--- src/rtl/sa128_pkg.sv ---
// sa128_pkg: types, command codes and constants for the 128-bit alu
// depends on nothing
`default_nettype none
package sa128_pkg;

    localparam int W = 128;

    localparam logic [3:0] CMD_ADD = 4'd0;
    localparam logic [3:0] CMD_SUB = 4'd1;
    localparam logic [3:0] CMD_MUL = 4'd2;
    localparam logic [3:0] CMD_DIV = 4'd3;
    localparam logic [3:0] CMD_AND = 4'd4;
    localparam logic [3:0] CMD_OR  = 4'd5;
    localparam logic [3:0] CMD_XOR = 4'd6;
    localparam logic [3:0] CMD_NOT = 4'd7;
    localparam logic [3:0] CMD_SHL = 4'd8;
    localparam logic [3:0] CMD_SHR = 4'd9;
    localparam logic [3:0] CMD_ROL = 4'd10;
    localparam logic [3:0] CMD_ROR = 4'd11;

    localparam logic [1:0] ST_OK   = 2'd0;
    localparam logic [1:0] ST_OVF  = 2'd1;
    localparam logic [1:0] ST_DIV0 = 2'd2;

    localparam logic [1:0] MODE_PASS = 2'd0;
    localparam logic [1:0] MODE_MUL  = 2'd1;
    localparam logic [1:0] MODE_DIV  = 2'd2;

    typedef struct packed {
        logic           vld;
        logic [1:0]     mode;
        logic [W-1:0]   n;
        logic [W-1:0]   acc;
        logic [W-1:0]   y;
        logic           ovf;
        logic           neg;
        logic [W-1:0]   res;
        logic [1:0]     status;
        logic           lt;
        logic           eq;
    } cell_t;

endpackage
`default_nettype wire

--- src/rtl/sa128_back.sv ---
// sa128_back: signs the multiply or divide magnitude and holds the output item
// depends on sa128_pkg
`default_nettype none
module sa128_back (
    input  wire logic             clk,
    input  wire logic             rst_n,
    input  wire logic             adv,
    input  wire sa128_pkg::cell_t st_in,
    output logic                  vld_reg,
    output logic [135:0]          data_reg
);

    logic [127:0] mag;
    logic [127:0] res;
    logic [1:0]   status;
    logic         fail;

    always_comb
    begin
        mag    = (st_in.mode == sa128_pkg::MODE_MUL) ? st_in.acc : st_in.n;
        res    = st_in.res;
        status = st_in.status;
        if (st_in.mode != sa128_pkg::MODE_PASS)
        begin
            fail = ((st_in.mode == sa128_pkg::MODE_MUL) && st_in.ovf) ||
                   (st_in.neg ? (mag > {1'b1, 127'd0}) : mag[127]);
            if (fail)
            begin
                res    = 128'd0;
                status = sa128_pkg::ST_OVF;
            end
            else
                res = st_in.neg ? (~mag + 128'd1) : mag;
        end
        else
            fail = 1'b0;
    end

    always_ff @(posedge clk or negedge rst_n)
    begin
        if (!rst_n)
            vld_reg <= 1'b0;
        else if (adv)
            vld_reg <= st_in.vld;
    end

    always_ff @(posedge clk)
    begin
        if (adv)
            data_reg <= {4'd0, st_in.eq, st_in.lt, status, res[63:0], res[127:64]};
    end

endmodule
`default_nettype wire

--- config.mk ---
export PLATFORM = sky130hd
export DESIGN_NAME = sa128_back
export DESIGN_NICKNAME = d
export VERILOG_FILES = /design/src/rtl/sa128_pkg.sv /design/src/rtl/sa128_back.sv
export SDC_FILE = /design/constraint.sdc
export NUM_CORES = 1
export LEC_CHECK = 0
export BUFFER_PORTS_ARGS = -buffer_cell sky130_fd_sc_hd__buf_2
export CAP_MARGIN = 5
export CORE_AREA = 3 3 259 261
export CTS_BUF_LIST = sky130_fd_sc_hd__clkbuf_8 sky130_fd_sc_hd__clkbuf_16
export CTS_CLUSTER_DIAMETER = 60
export CTS_CLUSTER_SIZE = 28
export DETAILED_ROUTE_END_ITERATION = 12
export DIE_AREA = 0 0 262 264
export PLACE_DENSITY = 0.48
export REMOVE_ABC_BUFFERS = 1
export SLEW_MARGIN = 0
export SYNTH_ARGS = -nofsm -noshare
export SYNTH_HDL_FRONTEND = slang
export SYNTH_SLANG_ARGS = --single-unit
--- constraint.sdc ---
create_clock -name clk -period 1.4 [get_ports clk]
set_input_delay 0 -clock clk [delete_from_list [all_inputs] [get_ports clk]]
set_output_delay 0 -clock clk [all_outputs]
set_load 0.01 [all_outputs]
### Yosys cells after proc, flatten, opt, wreduce, memory -nomap -nowiden

Cells that the tools add are included.

* add/subtract/negate cells: 1
* order comparisons: 1
* eq/ne operators: 1
* muxes and demuxes: 7
* bitwise operators: 1
* reduce and logical (&&, ||, !) cells: 3

Operators by type and width (count)
* 128-bit two-way mux: 4
* 128-bit by 1-bit adder with 128-bit output, second input constant: 1
* 128-bit > comparator, second input constant: 1
* 128-bit inverter: 1
* 2-bit two-way mux: 2
* 2-bit by 1-bit equality test with 1-bit output, second input constant: 1
* 2-bit nonzero test: 1
* 1-bit logical AND: 1
* 1-bit logical OR: 1
* 1-bit two-way mux: 1

* flip-flop bits (word level): 133
* input port bits: 524
* output and inout bits: 137
* word-level logic and storage cells: 16

### Logic depth before layout (Yosys ltp)

* word-level depth: 7
* mapped depth: 23
* mapped depth without buffers: 12

### Least setup slack after synthesis

Ideal clock, no wire load.

* kind: input port to flip-flop
* start: input port st_in[518] (netlist name)
* end: register data_reg[35], data pin
* setup time: 0.152 ns
* data arrival time: 4.613 ns
* data required time: 1.248 ns
* setup slack: -3.365 ns
* cell stages on the path: 23
* buffers on the path: 11
* cells stage by stage: nor2b_1 > buf_6 > buf_6 > buf_6 > buf_6 > buf_2 > buf_2 > buf_2 > clkbuf_1 > buf_2 > mux2i_1 > ha_1 > or4bb_1 > o32a_1 > nor3_1 > nand4_1 > nor2_1 > and3_1 > a21o_1 > nand2_1 > clkbuf_1 > clkbuf_1 > o21ai_0

* longest elaborated chain between the ends: 7
* elaborated cells between the ends (all ways): 12
* those cells by class: 1 x add/sub; 1 x order compare; 1 x eq/ne; 5 x mux; 1 x bitwise; 3 x reduce/logical

RTL lines
* from (decl): RTL line sa128_back.sv:8 `input wire sa128_pkg::cell_t st_in,`
* 2-bit by 1-bit equality test with 1-bit output: RTL line sa128_back.sv:20, sa128_back.sv:25
* 128-bit two-way mux: RTL line sa128_back.sv:20 `mag = (st_in.mode == sa128_pkg::MODE_MUL) ? st_in.acc : st_in.n;`
* 128-bit inverter / 128-bit > comparator (equally long branches): RTL line sa128_back.sv:33, sa128_back.sv:26
* 128-bit by 1-bit adder with 128-bit output / 1-bit two-way mux (equally long branches): RTL line sa128_back.sv:33, sa128_back.sv:26
* 128-bit two-way mux / 1-bit logical OR (equally long branches): RTL line sa128_back.sv:33, sa128_back.sv:25
* 128-bit two-way mux: RTL line sa128_back.sv:27 `if (fail)`
* 128-bit two-way mux (*): RTL line sa128_back.sv:23 `if (st_in.mode != sa128_pkg::MODE_PASS)`
* named net res[99]: RTL line sa128_back.sv:14 `logic [127:0] res;`
* to (signal assigned): RTL line sa128_back.sv:50 `data_reg <= {4'd0, st_in.eq, st_in.lt, status, res[63:0], res[127:64]};`
* to (decl): RTL line sa128_back.sv:10 `output logic [135:0] data_reg`

The timed path passes the listed nets; every way through them passes the cells marked *.
A chain may end at the register's enable or synchronous reset.

### Worst setup path after layout

* start: input port st_in[519] (netlist name)
* end: register data_reg[60], data pin

The elaborated chain is that of the path after synthesis.

==> run metrics <==
Vias ~16,000; violated checks setup timing; Seq pwr share 0.306; Final ANT Viol Nets 0; post-synth top area share 0.335; Clk Tree Root Cell clkbuf_16; Core ar. 64,700 sq um; synthesized netlist cell count ~1,400; Layout area overhead 112%; die area roughly 70,000 sq um; Worst-Skew Late Latency 0.49 ns; Tcrit/Tclk final 1.99; Global Route Usage Sum 0.232; first-pass GRT wire length between 100,000 and 150,000 microns; drt first pass iters 8; critical-path maximum fanout 7; NumNets Final a little over 3,000; reg2reg path depth 1; Via-to-Cell Ratio approximately 4.7; Syn Area/Cell 8.48 sq um; final hold violations 0; RSZ-0062 raised after global routing yes; Final Routed Wirelength 84,400 microns; Cell Rows 93; chip width between 200 and 300 microns; Arr. time, crit path just over 3 ns; placer congestion estimate 0.914; Residual DRC 0; Peak VDD IR between 800 and 900 uV; share of cells above drive strength 1 0.573; Req. time, crit path between 1.5 and 2 ns; power share of the clock group 0.270; Hold Path Class input pin to flip-flop; cell area after placement 19,000 sq um; r2r endpoint vld_reg$_DFFE_PN0P_; Worst setup EP type flip-flop; max reg flops between 100 and 150; cell taking the most area after synthesis edfxtp_1; post-synthesis sequential area ratio 0.337; Critical Path Source Type input pin; pre-CTS setup slack -2.35 ns; WHS Endpoint data_reg[113]$_DFFE_PP_; Yosys warning count 0; Initial Utilization 0.183; flops & latches, synth between 100 and 150; Design Area, Final about 25,000 sq um; fraction of registers with async set/reset 0.00752; hold_sp st_in[311]; Clock Skew 0 ns; clock sink count roughly 130; Critical R2R Launch vld_reg$_DFFE_PN0P_; synthesized area roughly 12,000 sq um; CTS Buffer Depth 2; Switching Fraction 0.352; pwr dens 657 nW/um^2; Max Fclk approximately 360 MHz; final slew viol count 0; clk slew on worst S/H paths about 0.070 ns; cell internal pwr between 0.01 and 0.015 W; post-DP HPWL 63,900 microns; largest net degree at the start of global routing between 60 and 70; initial drt markers 1,164; crit path kind input pin to flip-flop; status complete, but fails checks; Final Total Pwr 0.0165 W; R2R setup slack 0.64 ns; Pleak 10.7 nW; die height 264 microns; IO Port Bufs 528; leading post-synthesis cells by cell area edfxtp_1 (34%), mux2i_1 (14%), xnor2_1 (7.8%); Tmin final between 2 and 3 ns; vias in the first global route 16,500; Slew HR 0.492; Max Cap Viol 0; WL/cell 24.3 microns; CTS tree built; WHS Path Cells 4; total gr overflow 0; switching power 0.00581 W; Worst-Margin Slew 0.757 ns; EDFF count, synth 132; H-tree depth 4; post-route setup slack -1.38 ns; initial antenna violation count between 50 and 60; Finished Core Util 0.388; Final setup viols 130; total CTS buffers 17; predominant post-synthesis flop cell edfxtp_1; Yosys cell types between 60 and 70; boundary pin count 661; combinational share of power 0.424
cell type report:
class / count / area [sq um]
diodes: 25 / 62.6
clock buffers: 17 / 425
clock inverters: 14 / 97.6
fillers: 6597 / 39600
inverters: 7 / 26.3
multi-input cells: 1171 / 10100
flip-flops and latches: 133 / 3990
well taps: 855 / 1070
repair buffers: 1247 / 9400
power groups by stage:
| stage | Combinational (W) | Clock [W] | Sequential (W) |
|---|---|---|---|
| CTS | 0.00639 | 0.00460 | 0.00505 |
| global route | 0.00740 | 0.00470 | 0.00507 |
| finish | 0.00699 | 0.00446 | 0.00505 |
| global placement | 0.00504 | 0 | 0.00513 |
| floorplan | 0.00189 | 0 | 0.00531 |
| detailed placement | 0.00507 | 0 | 0.00512 |
synthesized netlist by cell type (17+ instances only):
library cell  count
nand2_1         236
mux2i_1         161
nor2_1          149
edfxtp_1        132
xnor2_1         105
o21ai_0         103
o31ai_1          87
nor3_1           57
clkbuf_1         47
or3_1            38
a21oi_1          30
nand3_1          29
buf_2            18
nor4_1           17
per-stage QoR:
step	hold slack, ns	cells	TNS, ns
floorplan	-0.296	1311	-1697.06
detailed placement	-0.223	3182	-277.93
finish	0.0579	3469	-163.62
global placement	-0.225	3182	-266.10
global route	0.0458	3458	-171.95
CTS	0.00175	3425	-150.13
cells in the final DEF, fill, tap and decap left out, drive strengths merged, types with 20 or more instances in the layout:
| master | count |
|---|---|
| xnor2 | 105 |
| nand2 | 236 |
| or3 | 39 |
| dlygate4sd3 | 142 |
| diode | 25 |
| o31ai | 89 |
| nand3 | 29 |
| buf | 1101 |
| mux2i | 161 |
| edfxtp | 132 |
| o21ai | 118 |
| nor2 | 149 |
| clkbuf | 20 |
| nor3 | 58 |
| nor4 | 22 |
| a21oi | 30 |
layer usage:
layer,routed length [microns],track usage,vias to the layer above
met3,6810,0.0649,151
met2,38400,0.368,593
met5,330,0,-
met1,36700,0.308,7953
li1,-,-,7531
met4,2190,0.0599,50
worst max-delay path by stage:
stage | startpoint | end | slack (ns) | cells past startpoint
after floorplan | st_in[519] | data_reg[93]$_DFFE_PP_ | -13.90 | 11
after global placement | st_in[519] | data_reg[58]$_DFFE_PP_ | -2.29 | 15
after detailed placement | st_in[519] | data_reg[58]$_DFFE_PP_ | -2.35 | 15
after CTS | st_in[519] | data_reg[39]$_DFFE_PP_ | -1.28 | 14
after global routing | st_in[519] | data_reg[44]$_DFFE_PP_ | -1.46 | 16
final | st_in[519] | data_reg[60]$_DFFE_PP_ | -1.38 | 16
critical path, stage by stage:
cell and delay (ns):
buf_8 0.10, buf_8 0.12, nand2b_4 0.19, buf_12 0.16, buf_16 0.15, mux2i_4 0.20, buf_4 0.16, nor4_4 0.32
nand3_2 0.13, or3b_4 0.43, nor3_4 0.22, buf_4 0.16, a21oi_4 0.14, buf_12 0.19, buf_4 0.15, o31ai_1 0.24
what timing repair did:
item	in CTS	in global routing
setup endpoints to repair	130	130
resized for setup	436	218
pin swaps	134	128
hold buffers	142	0
endpoints found under the hold margin	154	0
cloned	13	4
setup buffers	61	21
cell families (layout without fill, tap and decap cells):
| family | count (synthesis) | in the layout | synth area share |
|---|---|---|---|
| AO/OA/AOI/OAI | 274 | 274 | 0.149 |
| XOR/XNOR | 120 | 120 | 0.0889 |
| adder cells (fa/ha/maj) | 1 | 1 | 0.00106 |
| buffers and inverters | 94 | 1285 | 0.0406 |
| flip-flops | 133 | 133 | 0.337 |
| multiplexers | 170 | 170 | 0.145 |
| other | 1 | 29 | 0.000317 |
| AND/OR/NAND/NOR | 602 | 602 | 0.238 |
Power figures use the tool's default switching activity.
